--- src/hdl/spq_pkg.sv ---
// shared types, constants and helpers for the sorted priority queue
// no dependencies
package spq_pkg;

   localparam int CAPACITY      = 16;
   localparam int DATA_BITS     = 16;
   localparam int PRIORITY_BITS = 16;

   localparam int IDX_BITS = (CAPACITY > 1) ? $clog2(CAPACITY) : 1;
   localparam int CNT_BITS = $clog2(CAPACITY + 1);
   localparam int SLOT_BITS = DATA_BITS + PRIORITY_BITS;

   localparam int MODE_BITS = 2;
   localparam logic [MODE_BITS-1:0] MODE_INSERT = 2'd0;
   localparam logic [MODE_BITS-1:0] MODE_REMOVE = 2'd1;
   localparam logic [MODE_BITS-1:0] MODE_CLEAR  = 2'd2;

   localparam int REQ_TDATA_BITS = ((DATA_BITS + PRIORITY_BITS + 7) / 8) * 8;
   localparam int RSP_FIELD_BITS = DATA_BITS + 2 + CNT_BITS;
   localparam int RSP_TDATA_BITS = ((RSP_FIELD_BITS + 7) / 8) * 8;

   typedef logic [IDX_BITS-1:0] idx_type;
   typedef logic [CNT_BITS-1:0] cnt_type;

   typedef struct packed {
      logic [PRIORITY_BITS-1:0] prio;
      logic [DATA_BITS-1:0]     data;
   } slot_type;

   typedef struct packed {
      logic [MODE_BITS-1:0]     mode;
      logic [DATA_BITS-1:0]     data;
      logic [PRIORITY_BITS-1:0] prio;
   } cmd_type;

   typedef struct packed {
      logic [DATA_BITS-1:0] front_data;
      logic                 front_valid;
      logic                 insert_dropped;
      cnt_type              entry_count;
   } res_type;

   // physical slot of a logical position behind the head, wrapping at capacity
   function automatic idx_type wrap_add(idx_type base, cnt_type ofs);
      logic [CNT_BITS:0] sum;
      sum = (CNT_BITS + 1)'(base) + (CNT_BITS + 1)'(ofs);
      if (sum >= (CNT_BITS + 1)'(CAPACITY)) begin
         sum = sum - (CNT_BITS + 1)'(CAPACITY);
      end
      return sum[IDX_BITS-1:0];
   endfunction

endpackage

--- src/hdl/sorted_priority_queue_top.sv ---
// sorted priority queue, top level with stream channels and result register
// depends on spq_pkg and spq_engine
//
// usage: each req beat carries one operation, selected by req_tuser
// (insert, remove front, clear). entries sit in a circular ram with the
// front at the head pointer, so a remove only advances the head.
// an insert walks from the tail toward the front, moving each entry of
// lower priority back, using a single priority compare and the ram's one read
// and one write port; equal priorities keep arrival order.
// each req beat yields exactly one rsp beat.
// clear, spare mode, dropped insert, empty remove or insert into an empty
// queue go straight to the result; a remove first reads the front entry;
// other inserts move back m entries of lower priority (at most 15), then
// write the new entry in the freed slot.
// req_tready is high only while the engine is idle; with the receiver ready
// it rises again in the same cycle as rsp_tvalid.
// rsp is held in an output register; while the receiver stalls, the engine
// may take and finish one more beat, then holds it with req_tready low.
// reset (synchronous, active high) empties the queue and drops any pending
// beat; ram contents are not cleared and need no clearing pass.
module sorted_priority_queue_top (
   input  logic                                clock,
   input  logic                                reset,
   input  logic                                req_tvalid,
   output logic                                req_tready,
   // entry_data, entry_priority
   input  logic [spq_pkg::REQ_TDATA_BITS-1:0]  req_tdata,
   // mode
   input  logic [spq_pkg::MODE_BITS-1:0]       req_tuser,
   output logic                                rsp_tvalid,
   input  logic                                rsp_tready,
   // front_data, front_valid, insert_dropped, entry_count
   output logic [spq_pkg::RSP_TDATA_BITS-1:0]  rsp_tdata
);

   spq_pkg::cmd_type cmd;
   spq_pkg::res_type res;
   logic eng_ready, eng_res_valid, res_take;
   logic rsp_valid_ff, rsp_valid_in;
   spq_pkg::res_type rsp_res_ff, rsp_res_in;

   assign cmd = '{mode: req_tuser,
                  data: req_tdata[spq_pkg::DATA_BITS-1:0],
                  prio: req_tdata[spq_pkg::DATA_BITS +: spq_pkg::PRIORITY_BITS]};

   spq_engine u_engine (
      .clock     (clock),
      .reset     (reset),
      .cmd_valid (req_tvalid),
      .cmd       (cmd),
      .cmd_ready (eng_ready),
      .res_valid (eng_res_valid),
      .res       (res),
      .res_take  (res_take)
   );

   assign req_tready = eng_ready;
   assign res_take   = eng_res_valid && (!rsp_valid_ff || rsp_tready);

   always_comb begin
      rsp_valid_in = rsp_valid_ff;
      rsp_res_in   = rsp_res_ff;
      if (rsp_valid_ff && rsp_tready) begin
         rsp_valid_in = 1'b0;
      end
      if (res_take) begin
         rsp_valid_in = 1'b1;
         rsp_res_in   = res;
      end
   end

   always_ff @(posedge clock) begin
      if (reset) begin
         rsp_valid_ff <= 1'b0;
      end else begin
         rsp_valid_ff <= rsp_valid_in;
      end
      rsp_res_ff <= rsp_res_in;
   end

   assign rsp_tvalid = rsp_valid_ff;
   assign rsp_tdata  = spq_pkg::RSP_TDATA_BITS'({rsp_res_ff.entry_count,
                                                 rsp_res_ff.insert_dropped,
                                                 rsp_res_ff.front_valid,
                                                 rsp_res_ff.front_data});

   a_busy_after_accept: assert property (@(posedge clock) disable iff (reset)
      (req_tvalid && req_tready) |=> !req_tready)
      else $error("req_tready high right after an accepted beat");

   a_flags_exclusive: assert property (@(posedge clock) disable iff (reset)
      rsp_tvalid |-> !(rsp_res_ff.front_valid && rsp_res_ff.insert_dropped))
      else $error("front_valid and insert_dropped both set");

   a_count_bound: assert property (@(posedge clock) disable iff (reset)
      rsp_tvalid |-> (rsp_res_ff.entry_count <= spq_pkg::CNT_BITS'(spq_pkg::CAPACITY)))
      else $error("entry_count above capacity");

   a_valid_has_data: assert property (@(posedge clock) disable iff (reset)
      (rsp_tvalid && !rsp_res_ff.front_valid) |-> (rsp_res_ff.front_data == '0))
      else $error("front_data nonzero without front_valid");

endmodule

--- src/hdl/spq_ram.sv ---
// generic single write port, single read port ram with registered read
// no dependencies
module spq_ram #(
   parameter int WIDTH = 32,
   parameter int DEPTH = 16
) (
   input  logic                                 clock,
   input  logic                                 wr_en,
   input  logic [(DEPTH > 1 ? $clog2(DEPTH) : 1)-1:0] wr_addr,
   input  logic [WIDTH-1:0]                     wr_data,
   input  logic [(DEPTH > 1 ? $clog2(DEPTH) : 1)-1:0] rd_addr,
   output logic [WIDTH-1:0]                     rd_data
);

   logic [WIDTH-1:0] mem_ff [DEPTH];
   logic [WIDTH-1:0] rd_data_ff;

   always_ff @(posedge clock) begin
      if (wr_en) begin
         mem_ff[wr_addr] <= wr_data;
      end
      rd_data_ff <= mem_ff[rd_addr];
   end

   assign rd_data = rd_data_ff;

endmodule

--- src/hdl/spq_engine.sv ---
// queue sequencer: keeps slots in a circular ram and walks inserts from the tail
// depends on spq_pkg and spq_ram
module spq_engine (
   input  logic            clock,
   input  logic            reset,
   input  logic            cmd_valid,
   input  spq_pkg::cmd_type cmd,
   output logic            cmd_ready,
   output logic            res_valid,
   output spq_pkg::res_type res,
   input  logic            res_take
);

   localparam logic [2:0] ST_IDLE  = 3'd0;
   localparam logic [2:0] ST_SHIFT = 3'd1;
   localparam logic [2:0] ST_PLACE = 3'd2;
   localparam logic [2:0] ST_POP   = 3'd3;
   localparam logic [2:0] ST_DONE  = 3'd4;

   logic [2:0] state_ff, state_in;
   spq_pkg::idx_type head_ff, head_in;
   spq_pkg::cnt_type occ_ff, occ_in;
   spq_pkg::cnt_type pos_ff, pos_in;
   logic [spq_pkg::DATA_BITS-1:0] data_ff, data_in;
   logic [spq_pkg::PRIORITY_BITS-1:0] prio_ff, prio_in;
   logic [spq_pkg::DATA_BITS-1:0] front_ff, front_in;
   logic fvalid_ff, fvalid_in;
   logic drop_ff, drop_in;

   logic wr_en;
   spq_pkg::idx_type wr_addr, rd_addr;
   spq_pkg::slot_type wr_slot, rd_slot;
   logic [spq_pkg::SLOT_BITS-1:0] rd_raw;

   spq_ram #(
      .WIDTH (spq_pkg::SLOT_BITS),
      .DEPTH (spq_pkg::CAPACITY)
   ) u_slots (
      .clock   (clock),
      .wr_en   (wr_en),
      .wr_addr (wr_addr),
      .wr_data (wr_slot),
      .rd_addr (rd_addr),
      .rd_data (rd_raw)
   );

   assign rd_slot = rd_raw;

   always_comb begin
      state_in  = state_ff;
      head_in   = head_ff;
      occ_in    = occ_ff;
      pos_in    = pos_ff;
      data_in   = data_ff;
      prio_in   = prio_ff;
      front_in  = front_ff;
      fvalid_in = fvalid_ff;
      drop_in   = drop_ff;
      wr_en     = 1'b0;
      wr_addr   = spq_pkg::wrap_add(head_ff, pos_ff);
      wr_slot   = '{prio: prio_ff, data: data_ff};
      rd_addr   = head_ff;
      unique case (state_ff)
         ST_IDLE: begin
            if (cmd_valid) begin
               data_in   = cmd.data;
               prio_in   = cmd.prio;
               front_in  = '0;
               fvalid_in = 1'b0;
               drop_in   = 1'b0;
               state_in  = ST_DONE;
               unique case (cmd.mode)
                  spq_pkg::MODE_INSERT: begin
                     if (occ_ff == spq_pkg::CNT_BITS'(spq_pkg::CAPACITY)) begin
                        drop_in = 1'b1;
                     end else if (occ_ff == '0) begin
                        wr_en   = 1'b1;
                        wr_addr = head_ff;
                        wr_slot = '{prio: cmd.prio, data: cmd.data};
                        occ_in  = occ_ff + 1'b1;
                     end else begin
                        pos_in   = occ_ff;
                        rd_addr  = spq_pkg::wrap_add(head_ff, occ_ff - 1'b1);
                        state_in = ST_SHIFT;
                     end
                  end
                  spq_pkg::MODE_REMOVE: begin
                     if (occ_ff != '0) begin
                        rd_addr  = head_ff;
                        state_in = ST_POP;
                     end
                  end
                  spq_pkg::MODE_CLEAR: begin
                     occ_in = '0;
                  end
                  default: begin
                  end
               endcase
            end
         end
         ST_SHIFT: begin
            wr_en = 1'b1;
            if (prio_ff <= rd_slot.prio) begin
               occ_in   = occ_ff + 1'b1;
               state_in = ST_DONE;
            end else begin
               wr_slot = rd_slot;
               pos_in  = pos_ff - 1'b1;
               if (pos_ff == spq_pkg::CNT_BITS'(1)) begin
                  state_in = ST_PLACE;
               end else begin
                  rd_addr = spq_pkg::wrap_add(head_ff, pos_ff - spq_pkg::CNT_BITS'(2));
               end
            end
         end
         ST_PLACE: begin
            wr_en    = 1'b1;
            wr_addr  = head_ff;
            occ_in   = occ_ff + 1'b1;
            state_in = ST_DONE;
         end
         ST_POP: begin
            front_in  = rd_slot.data;
            fvalid_in = 1'b1;
            head_in   = spq_pkg::wrap_add(head_ff, spq_pkg::CNT_BITS'(1));
            occ_in    = occ_ff - 1'b1;
            state_in  = ST_DONE;
         end
         ST_DONE: begin
            if (res_take) begin
               state_in = ST_IDLE;
            end
         end
         default: begin
            state_in = ST_IDLE;
         end
      endcase
   end

   always_ff @(posedge clock) begin
      if (reset) begin
         state_ff <= ST_IDLE;
         head_ff  <= '0;
         occ_ff   <= '0;
      end else begin
         state_ff <= state_in;
         head_ff  <= head_in;
         occ_ff   <= occ_in;
      end
      pos_ff    <= pos_in;
      data_ff   <= data_in;
      prio_ff   <= prio_in;
      front_ff  <= front_in;
      fvalid_ff <= fvalid_in;
      drop_ff   <= drop_in;
   end

   assign cmd_ready = (state_ff == ST_IDLE);
   assign res_valid = (state_ff == ST_DONE);
   assign res = '{front_data: front_ff, front_valid: fvalid_ff,
                  insert_dropped: drop_ff, entry_count: occ_ff};

endmodule
--- config.mk ---
export PLATFORM = sky130hd
export DESIGN_NAME = sorted_priority_queue_top
export DESIGN_NICKNAME = d
export VERILOG_FILES = /design/src/hdl/spq_pkg.sv /design/src/hdl/sorted_priority_queue_top.sv /design/src/hdl/spq_ram.sv /design/src/hdl/spq_engine.sv
export SDC_FILE = /design/constraint.sdc
export NUM_CORES = 1
export LEC_CHECK = 0
export ABC_AREA = 1
export ABC_CLOCK_PERIOD_IN_PS = 3900
export BUFFER_PORTS_ARGS = -buffer_cell sky130_fd_sc_hd__buf_2
export CAP_MARGIN = 20
export CORE_ASPECT_RATIO = 0.7
export CORE_MARGIN = 3
export CORE_UTILIZATION = 49
export CTS_CLUSTER_SIZE = 30
export DETAILED_ROUTE_END_ITERATION = 8
export HOLD_SLACK_MARGIN = 0.05
export SYNTH_ARGS = -nofsm -noshare
export SYNTH_HDL_FRONTEND = slang
export SYNTH_SLANG_ARGS = --single-unit
--- constraint.sdc ---
create_clock -name clock -period 3.9 [get_ports clock]
set_clock_uncertainty 0.2 [all_clocks]
set_input_delay 0.195 -clock clock [delete_from_list [all_inputs] [get_ports clock]]
set_output_delay 0.195 -clock clock [all_outputs]
set_load 0.01 [all_outputs]
# Word-level counts from Yosys, hierarchy flattened
# Memories as Yosys holds them, arrays and structs flattened. A register that Yosys moved wholly into a read port is not among the register bits.
# Index checks and enable logic that the tools add are counted.
# Widths: inputs -> output; s select.
dict set report op_classes {
  addsub 12
  magnitude_cmp 5
  n_eq_ne 19
  muxes 57
  n_reduce_logical 19
}
# op n
set op_table {}
lappend op_table {{$mux 32} 5}
lappend op_table {{$pmux 32 s2} 1}
lappend op_table {{$mux 4} 14}
lappend op_table {{$mux 5} 9}
lappend op_table {{$pmux 16 s2} 1}
lappend op_table {{$mux 3} 7}
lappend op_table {{$pmux 5 s2} 2}
lappend op_table {{$pmux 5 s4} 1}
lappend op_table {{$add 4x5->6} 3}
lappend op_table {{$ge 6x5->1 const B} 3}
lappend op_table {{$le 16x16->1} 1}
lappend op_table {{$mux 16} 1}
lappend op_table {{$pmux 4 s2} 2}
lappend op_table {{$sub 4x1->4 const B} 4}
lappend op_table {{$pmux 3 s4} 1}
lappend op_table {{$reduce_and 6->1} 2}
lappend op_table {{$mux 1} 10}
lappend op_table {{$sub 5x1->5 const B} 2}
lappend op_table {{$ne 2x2->1 const B} 4}
lappend op_table {{$eq 3x2->1 const B} 2}
lappend op_table {{$ne 2x1->1 const B} 3}
lappend op_table {{$ne 3x1->1 const B} 2}
lappend op_table {{$pmux 3 s2} 1}
lappend op_table {{$reduce_bool 2->1} 3}
lappend op_table {{other kinds (24)} 28}
dict set report totals {
  ff_bits 91
  ramBits 512
  output_inout_bits 26
  memories 1
}
# name words width read_ports rd_ports_with_merged_regs write_ports line
set memory_table {}
lappend memory_table {u_engine.u_slots.mem_ff 16 32 1 1 1 spq_ram.sv:15} ;# logic [WIDTH-1:0] mem_ff [DEPTH];

# Logic depth before layout (Yosys ltp)
# Gate-level depths: netlist (run 1).
dict set report logic_depth {
  word_depth 9
  depth_mapped 24
}

# Hierarchy
# A second synthesis (run 1) with hierarchy kept.
dict set report unflattened {
  hier_cells 2947
  hier_area_um2 29175.5
}
# mod instances cells_per_inst area_each_um2 seq_area_each_um2
set modules_own_cells {}
lappend modules_own_cells {spq_ram 1 2120 22730.6 16015.4}
lappend modules_own_cells {spq_engine 1 796 5695.5 1891.8}
lappend modules_own_cells {sorted_priority_queue_top 1 31 749.5 710.7}

# Worst setup path after synthesis (run 1)
# Ideal clock, no wire load.
dict set report synth_timing {
  path_type {flip-flop to flip-flop}
  start {register u_engine.head_ff[0]}
  end {memory u_engine.u_slots.mem_ff[15][0] (enable)}
  t_arrival_ps 2984
  required_ps 3279
  slack_ps 295
  path_stages_with_launch 6
  path_buffers 0
  synth_period_minus_slack_ps 3605
  path_cell_list {dfxtp_1 ha_1 fa_1 o21ai_0 nand3_1 nor2_1}
}
dict set report synth_via {
  elab_chain_len 8
  word_cells_on_any_way 9
  classes_between {add/sub (2); order compare (1); mux (6)}
}
# element line
set synth_lines {}
lappend synth_lines {{start: declaration} spq_engine.sv:21} ;# spq_pkg::idx_type head_ff, head_in;
lappend synth_lines {{start signal: assignment} spq_engine.sv:147} ;# head_ff <= head_in;
lappend synth_lines {{$add 4x5->6} spq_pkg.sv:46} ;# sum = (CNT_BITS + 1)'(base) + (CNT_BITS + 1)'(ofs);
lappend synth_lines {{$ge 6x5->1 / $sub 4x1->4 (equally long branches)} {spq_pkg.sv:47, spq_pkg.sv:48}}
lappend synth_lines {{$mux 4} spq_pkg.sv:47} ;# if (sum >= (CNT_BITS + 1)'(CAPACITY)) begin
lappend synth_lines {{$mux 4} spq_engine.sv:76} ;# end else if (occ_ff == '0) begin
lappend synth_lines {{$mux 4} spq_engine.sv:74} ;# if (occ_ff == spq_pkg::CNT_BITS'(spq_pkg::CAPACITY)) begin
lappend synth_lines {{$mux 4} spq_engine.sv:72} ;# unique case (cmd.mode)
lappend synth_lines {{$mux 4} spq_engine.sv:65} ;# if (cmd_valid) begin
lappend synth_lines {{$pmux 4 s2 (*)} spq_engine.sv:63} ;# unique case (state_ff)
lappend synth_lines {{end: declaration} spq_ram.sv:15}
# Mark *: on every way between the ends. The rest lies on a longest branch, timed or not.

# Worst setup path in the final report (run 1)
dict set report layout_timing {
  start {register u_engine.state_ff[2]}
  end {register u_engine.u_slots.rd_data_ff[29], in the netlist u_engine.u_slots.rd_data[29], read port of u_engine.u_slots.mem_ff}
}
dict set report layout_via {
  elab_chain_len 2
  word_cells_on_any_way 3
  classes_between {eq/ne (1); mux (1); reduce/logical (1)}
}
# element line
set layout_lines {}
lappend layout_lines {{start: declaration} spq_engine.sv:20} ;# logic [2:0] state_ff, state_in;
lappend layout_lines {{start signal: assignment} spq_engine.sv:146} ;# state_ff <= state_in;
lappend layout_lines {{$eq 3x1->1 / $logic_not 3->1 (equally long branches)} spq_engine.sv:63}
lappend layout_lines {{$pmux 4 s2 (*)} spq_engine.sv:63}
lappend layout_lines {{end: declaration} spq_ram.sv:16} ;# logic [WIDTH-1:0] rd_data_ff;
# Marks and branches as above.
# A chain may end at the register's enable or synchronous reset.

==> results of run 1 <==
placed cells by master (no fill, tap or decap), types with 6 or more instances in the layout:
cell type and n:
nor2_1 76, o21ai_0 46, xnor2_1 6, o221ai_1 13
nand3_1 659, a21oi_1 29, xor2_1 10, clkinv_2 10
ha_1 32, a31oi_1 19, dfxtp_1 45, inv_2 7
nor2_4 21, buf_2 62, buf_12 33, clkinv_1 9
inv_1 114, edfxtp_1 590, clkbuf_1 16, nand2_1 510
buf_4 61, dlygate4sd3_1 41, clkbuf_16 60
per-layer routing:
layer / up-vias / wire length, µm / global-route usage [%]
met5: - / 0 / 2.08
met3: 88 / 8740 / 6.90
li1: 8638 / - / -
met2: 909 / 31700 / 36.4
met1: 9142 / 33900 / 40.3
met4: 0 / 1280 / 5.73
flip-flops by register name (all words and copies together) (netlist names):
register                  flops
u_engine.data_ff             16
rsp_tvalid                    1
u_engine.state_ff             3
u_engine.prio_ff             16
u_engine.u_slots.rd_data     32
u_engine.front_ff            16
u_engine.drop_ff              1
u_engine.head_ff              4
u_engine.occ_ff               5
rsp_tdata                    23
u_engine.fvalid_ff            1
u_engine.u_slots.mem_ff     512
u_engine.pos_ff               5
through the flow:
stage               setup TNS (ps)  utilization (%)  std cells
global placement                 0             53.1       3106
finish                           0             57.6       3268
floorplan                        0                -       2371
detailed placement               0             53.1       3106
global route                 -48.0             57.6       3267
CTS                              0             57.4       3259
cells by family (layout without fill, tap and decap cells):
logic type,after synthesis,in the layout,synth area share (%)
DFF,635,635,69.2
xor gates and xnor gates,16,16,0.521
other,1,6,0.0139
and+or+nand+nor,1286,1287,21.3
AOI/OAI and AO/OA,124,124,2.70
buffers and inverters,274,435,4.50
adders and majority gates,35,35,1.71
worst paths after layout:
kind,start,to,slack [ps]
hold reg to reg,u_engine.front_ff[5],rsp_tdata[5],220
setup / recovery,u_engine.state_ff[2],u_engine.u_slots.rd_data[29],180
hold / removal,req_tdata[15],u_engine.data_ff[15],80
setup reg to reg,u_engine.state_ff[2],u_engine.u_slots.rd_data[29],180
critical path, stage by stage, from the launching register on:
cell,delay (ps)
dfxtp_1,410
nor2_4,220
inv_2,60
nor2_2,420
inv_1,250
nand2_1,340
o21ai_1,120
inv_1,70
nand2_1,120
nand2_8,220
nand2_8,190
buf_12,250
nand2_1,80
nand3_1,70
nand3_1,100
nand2_1,60
nand2_1,50
nand2_1,240
layout make-up:
type | instances | area share [%]
Antenna cell | 5 | 0.0402
Tap cell | 730 | 2.94
Inverter | 122 | 1.48
Clock buffer | 80 | 5.16
Clock inverter | 32 | 1.06
Multi-Input combinational cell | 1463 | 23.3
Timing Repair Buffer | 201 | 6.16
Sequential cell | 635 | 59.8
what timing repair did:
action,in CTS,in global routing
endpoints found under the setup margin,0,4
hold buffers,41,0
gates resized for setup,0,6
endpoints found under the hold margin,195,0
buffers inserted,0,1
==> results.yml, run 1 <==
cells_and_area:
  syn_to_final_growth_pct: 15.7
  final_layout_size_suffix_gt1_share_pct: 11.4
  multi_input_comb_area_mm2: 0.00726
  stdcell_area_mm2: 0.0311
  num-nets-final: 2555
  fillers: 4456
  seqCellArea_mm2: 0.0186
grt:
  grt_pass1_wl_mm: 113
  antenna_found_initial: 1
  grt_pass1_vias: 17500
  grt_overflow: 0
  grt_max_degree: 107
  track_usage_pct: 26.0
hold_path:
  hold_depth: 2
  hold_path.class: "in -> reg"
flow_run:
  max_cap_violations: 0
sta:
  hold_viol: 0
  period_needed_ps: 3720
  setup_violations: 0
  worst_slew_pin_slew_ps: 964
  clock.fmax_ghz: 0.269
  whs_ps: 83.7
  worst_slack_ps: 176
  relSlewSlack_pct: 35.3
  period_share_pct: 95.5
  drv_slew: 0
synth:
  postSynth.asyncResetShare_pct: 0
  yosys_warnings: 0
  synth_top_area_share_pct: 65.9
  ys_seq_area_share_pct: 69.2
  synth.area.top_cells: "edfxtp_1 (66%), nand3_1 (12%), nand2_1 (7.1%), dfxtp_1 (3.3%), inv_1 (1.6%)"
  syn-cell-area_mm2: 0.0269
  synth_ff_type: "edfxtp_1"
  synthTopCellsByCount: "nand3_1 (659), edfxtp_1 (590), nand2_1 (510)"
  avgSynthCellArea_um2: 11.3
  yosysMostFrequentCell: "nand3_1"
  synth_edf_count: 590
  synthCells: 2371
  synth_nets: 2444
  synth_top_area_cell: "edfxtp_1"
  ys_types: 40
  ys_seq_elements: 635
clock_network:
  clock_latency_ps: 640
  numCtsBuffers: 59
  cts_tree: "built"
  clkSlewWorstSetupHoldPaths_ps: 70
  clockRootBuffer: "clkbuf_16"
  cts_buffer_depth: 3
  clock_sinks: 635
  clock_tree.htree_level_count: 2
drt:
  drt-pass1-iter-count: 6
  first_iter_violations: 2187
  wl_per_cell_um: 23.2
  vias_per_cell: 5.75
  drc: 0
  routed_wl_mm: 75.7
  num_vias: 18800
  drtAntennaViolNets: 0
critical_path:
  timing_worst_setup_path_type: "reg -> reg"
  cp_max_fo: 46
  ff2ff_path_depth: 17
  worst_ep_arrival_time_ps: 3950
  start_kind: "register"
  end_kind: "register"
  worstPathRequired_ps: 4130
die:
  pin_count: 64
  start_util_pct: 49.8
  dieArea_mm2: 0.0578
  rows: 71
  die_y_um: 202
  die_width_um: 286
  core-area_mm2: 0.0540
status:
  outcome: "completed"
placed_design:
  hpwl_mm: 41.8
  place_congestion: 0.908
  dpl_cell_area_mm2: 0.0287
  io_buffer_count: 62
  dpl_worst_slack_ps: 168
Power of run 1 is left out: the tool's default activity adds up to more than one toggle a clock period on the data nets, which glitch-free logic cannot reach.
==> run 2, diff against run 1 <==
SYNTH_HIERARCHICAL = 1   (was not set)
==> run 2 against run 1 <==
Synthesized area increased by 8.5%. Register-to-register slack gained 70 ps. Sequential share of layout area fell by 3.2 points. Global-route usage down 1.1 points. Count of clock-buffer cells in the layout fell by 5. First-iteration DRC count fell by 2.0%. Cell count grew 19%. Critical endpoint is now u_engine/u_slots/rd_data[19]. Largest cell class unchanged.
==> results.yml, run 2 <==
drt:
  drc: 0
  routed_wl_mm: 78.0
  drt-pass1-iter-count: 5
  wl_per_cell_um: 20.0
  vias_per_cell: 5.26
  drtAntennaViolNets: 0
  num_vias: 20500
  first_iter_violations: 2144
die:
  dieArea_mm2: 0.0626
  start_util_pct: 49.8
  die_y_um: 210
  pin_count: 64
  rows: 74
  core-area_mm2: 0.0586
  die_width_um: 298
synth:
  synthTopCellsByCount: "nand2_1 (904), edfxtp_1 (590), inv_1 (489)"
  synth_edf_count: 590
  postSynth.asyncResetShare_pct: 0
  yosys_warnings: 6
  ys_seq_area_share_pct: 63.8
  ys_types: 44
  synth_ff_type: "edfxtp_1"
  synth_nets: 3020
  synthCells: 2947
  avgSynthCellArea_um2: 9.90
  syn-cell-area_mm2: 0.0292
  yosysMostFrequentCell: "nand2_1"
  synth_top_area_share_pct: 60.7
  ys_seq_elements: 635
  synth.area.top_cells: "edfxtp_1 (61%), nand2_1 (12%), nand3_1 (6.9%), inv_1 (6.3%), dfxtp_1 (3.1%)"
  synth_top_area_cell: "edfxtp_1"
sta:
  drv_slew: 0
  setup_violations: 0
  setup-tns-final_ps: 0
  hold_viol: 0
  relSlewSlack_pct: 29.0
  period_share_pct: 93.8
  clock.fmax_ghz: 0.273
  worst_slew_pin_slew_ps: 1060
  period_needed_ps: 3660
  rsz0062_at_grt: "false"
pwr:
  ir_drop_mv: 0.606
  leakagePower_nw: 13.8
  pwr_density_cell_mw_per_mm2: 725
cells_and_area:
  largest-register: "u_engine/u_slots/mem_ff"
  final_core_util_pct: 56.1
  syn_to_final_growth_pct: 12.7
  final_layout_size_suffix_gt1_share_pct: 9.26
  num-nets-final: 3122
  largest_reg_flops: 512
  mostFrequentLayoutCells: "nand2_1 (901), edfxtp_1 (590), inv_1 (488)"
  n_antenna_cell: 0
  layout_commonest_cell: "nand2_1"
  fillers: 5046
grt:
  grt_pass1_vias: 19400
  grt_max_degree: 129
  track_usage_pct: 24.8
  antenna_found_initial: 0
  grt_overflow: 0
  grt_pass1_wl_mm: 119
clock_network:
  numCtsBuffers: 58
  cts_hold_buf: 41
  clock_sinks: 635
  clock_tree.htree_level_count: 2
  cts_resized: 0
  cts_tree: "built"
  cts_buffer_depth: 3
  clkSlewWorstSetupHoldPaths_ps: 70
  clockRootBuffer: "clkbuf_16"
  clock_latency_ps: 640
  postCtsSetupRepairBufs: 0
critical_path:
  start_kind: "register"
  end_kind: "register"
  timing_worst_setup_path_type: "reg -> reg"
  worst_ep_arrival_time_ps: 4040
  worstPathRequired_ps: 4280
  cp_max_fo: 48
status:
  outcome: "completed"
flow_run:
  max_cap_violations: 0
placed_design:
  place_congestion: 0.859
  hpwl_mm: 43.4
  io_buffer_count: 62
hold_path:
  hold_path.class: "in -> reg"
==> run 2: cells by family after synthesis <==
kind of cell / synth area share, %
flip-flops: 63.8
buffers and inverters: 9.74
XOR/XNOR: 0.480
AO/OA/AOI/OAI: 4.48
other: 0.0129
AND/OR/NAND/NOR: 19.9
adder cells (fa/ha/maj): 1.58
==> run 2: worst paths after layout <==
check / startpoint / to / slack (ps) / depth (start not counted)
worst max-delay path: u_engine/prio_ff[15] / u_engine/u_slots/rd_data[19] / 240 / 16
worst min register to register: u_engine/front_ff[4] / rsp_tdata[4] / 220 / 0
worst min-delay path: req_tdata[29] / u_engine/prio_ff[13] / 80 / 2
worst max register to register: u_engine/prio_ff[15] / u_engine/u_slots/rd_data[19] / 240 / 16
==> run 2: power by group <==
part | internal (W) | switching [W]
clock | 0.00308 | 0.00255
sequential | 0.00986 | 0.000405
combinational | 0.00223 | 0.00573
==> run 2: layout make-up <==
| class | count | area, µm² | share of cell area [%] |
|---|---|---|---|
| flip-flops and latches | 635 | 18600 | 56.6 |
| inverters | 498 | 1880 | 5.71 |
| well taps | 798 | 998 | 3.04 |
| repair buffers | 194 | 1650 | 5.00 |
| clock inverters | 35 | 320 | 0.974 |
| multi-input cells | 1662 | 7880 | 24.0 |
| clock buffers | 75 | 1550 | 4.70 |
==> run 2: metal layers <==
| metal | vias to the layer above | part of all wire, % | GRT usage [%] |
|---|---|---|---|
| met3 | 140 | 8.2 | 3.63 |
| met5 | - | 0 | 0 |
| li1 | 9819 | - | - |
| met2 | 819 | 45 | 39.7 |
| met4 | 0 | 2.7 | 7.35 |
| met1 | 9719 | 44 | 35.6 |
==> run 2: through the flow <==
stage                     power, W  instance area, µm²  hold WS (ps)  setup WS [ps]  cells
final                       0.0239               32900          80.8            243   3897
after global placement      0.0180               30500           187            340   3733
after detailed placement    0.0182               30500           190            311   3735
after CTS                   0.0239               32800          50.7            287   3886
after floorplan             0.0153               29200          57.4           74.5   2947
after global routing        0.0252               32900          71.6           36.6   3897
==> run 2: critical path, cell delays in order (launching register included) <==
cell	delay, ps
edfxtp_1	470
ha_1	340
nand2_1	110
o21ai_0	320
a21oi_1	70
nand2_1	230
nand2_2	120
nor2_4	160
inv_1	80
nor2_1	190
o21bai_4	120
inv_4	370
buf_12	340
nand3_1	160
nand3_1	110
nand3_1	70
nand2_1	80
No activity file was read; power rests on OpenSTA's default activity.
==> run 3, diff against run 2 <==
REMOVE_ABC_BUFFERS = 1   (was not set)
==> run 3 against run 2 <==
Final area increased by 0.80%. Largest cell class unchanged. Total power increased by 2.0%. First-iteration DRC count decreased by 9.0%.
==> results.yml, run 3 (synthesis gave the netlist of run 2 again) <==
grt:
  grt_overflow: 0
  grt_max_degree: 88
  grt_pass1_wl_mm: 118
  antenna_found_initial: 0
  grt_pass1_vias: 19700
  track_usage_pct: 24.7
placed_design:
  io_buffer_count: 62
  place_congestion: 0.847
  hpwl_mm: 42.9
  dpl_worst_slack_ps: 206
drt:
  first_iter_violations: 1950
  num_vias: 20600
  drt-pass1-iter-count: 5
  routed_wl_mm: 77.4
  vias_per_cell: 5.27
  drc: 0
  drtAntennaViolNets: 0
  wl_per_cell_um: 19.8
sta:
  clock.fmax_ghz: 0.278
  hold_viol: 0
  whs_ps: 105
  period_share_pct: 92.2
  period_needed_ps: 3590
  relSlewSlack_pct: 24.2
  setup_violations: 0
  drv_slew: 0
  rsz0062_at_grt: "false"
  worst_slew_pin_slew_ps: 1130
  worst_slack_ps: 306
clock_network:
  cts_buffer_depth: 3
  numCtsBuffers: 60
  clock_sinks: 635
  clock_tree.htree_level_count: 2
  postCtsSetupRepairBufs: 0
  clock_latency_ps: 640
  clkSlewWorstSetupHoldPaths_ps: 70
  clockRootBuffer: "clkbuf_16"
  cts_tree: "built"
pwr:
  pwr_density_cell_mw_per_mm2: 734
  total_power_w: 0.0243
  ir_drop_mv: 0.474
  leakagePower_nw: 14.0
critical_path:
  cp_max_fo: 14
  rrSetupSlack_ps: 310
  crit_chain: "inv_1 -> ha_1 -> nand3_4 -> o31ai_4 -> nand2_1 -> nand2_1 -> o21ai_0 -> nand3b_1 -> nor2_4 -> buf_12"
  end_kind: "register"
  timing_worst_setup_path_type: "reg -> reg"
  worstPathRequired_ps: 4030
  slowest_delay_ps: 640
  worst_ep_arrival_time_ps: 3720
  crit_top_cell: "nand2_1"
  start_kind: "register"
  cp_slowest_cell: "nor2_4"
status:
  outcome: "completed"
cells_and_area:
  num-nets-final: 3130
  fillers: 5090
  largest_reg_flops: 512
  final_layout_size_suffix_gt1_share_pct: 9.65
  largest-register: "u_engine/u_slots/mem_ff"
  layout_commonest_cell: "nand2_1"
  mostFrequentLayoutCells: "nand2_1 (900), edfxtp_1 (590), inv_1 (486)"
  final_core_util_pct: 56.6
  syn_to_final_growth_pct: 13.6
  n_antenna_cell: 0
die:
  pin_count: 64
  rows: 74
  dieArea_mm2: 0.0626
  die_width_um: 298
  core-area_mm2: 0.0586
  start_util_pct: 49.8
  die_y_um: 210
flow_run:
  max_cap_violations: 0
hold_path:
  hold_path.class: "in -> reg"
==> run 3: path summary, 6_finish.rpt <==
kind | start | to | cells past startpoint
worst min register to register | u_engine/front_ff[15] | rsp_tdata[15] | 0
worst max register to register | u_engine/occ_ff[0] | u_engine/u_slots/mem_ff[7][28] | 10
worst min-delay path | req_tdata[25] | u_engine/prio_ff[9] | 2
worst max-delay path | u_engine/occ_ff[0] | u_engine/u_slots/mem_ff[7][28] | 10
==> run 3: critical path: cells and delay by family, from the launching register on <==
family | cells | cell delay [ps]
AOI/OAI and AO/OA | 2 | 470
and+or+nand+nor | 5 | 1550
adders and majority gates | 1 | 250
buffers and inverters | 2 | 450
DFF | 1 | 360
==> run 3: cell type report <==
type	instances	area, µm²	area share [%]
Inverter	498	1880	5.66
Clock buffer	80	1680	5.07
Timing Repair Buffer	200	1660	5.00
Tap cell	798	998	3.01
Clock inverter	33	418	1.26
Sequential cell	635	18600	56.2
Multi-Input combinational cell	1662	7900	23.8
==> run 3: power by group <==
part	internal, W	switching [W]
sequential	0.00987	0.000358
clock	0.00367	0.00254
combinational	0.00223	0.00566
==> run 3: timing repair <==
action                                  CTS  global route
endpoints found under the setup margin    0            16
hold buffers                             38             0
hold endpoints to repair                 54             0
gates resized for setup                   0             1
==> run 3: through the flow <==
step	area [µm²]	instances	TNS [ps]
floorplan	28200	2795	-1181710
global placement	30500	3734	0
detailed placement	30500	3736	0
CTS	33000	3887	0
global route	33100	3906	0
finish	33100	3906	0
==> run 3: layer usage <==
layer | vias to the layer above | wire length, µm | GRT usage, %
met4 | 0 | 1880 | 6.57
li1 | 9829 | - | -
met3 | 152 | 5160 | 3.15
met5 | - | 0 | 0
met1 | 9831 | 34600 | 35.0
met2 | 758 | 35800 | 40.6
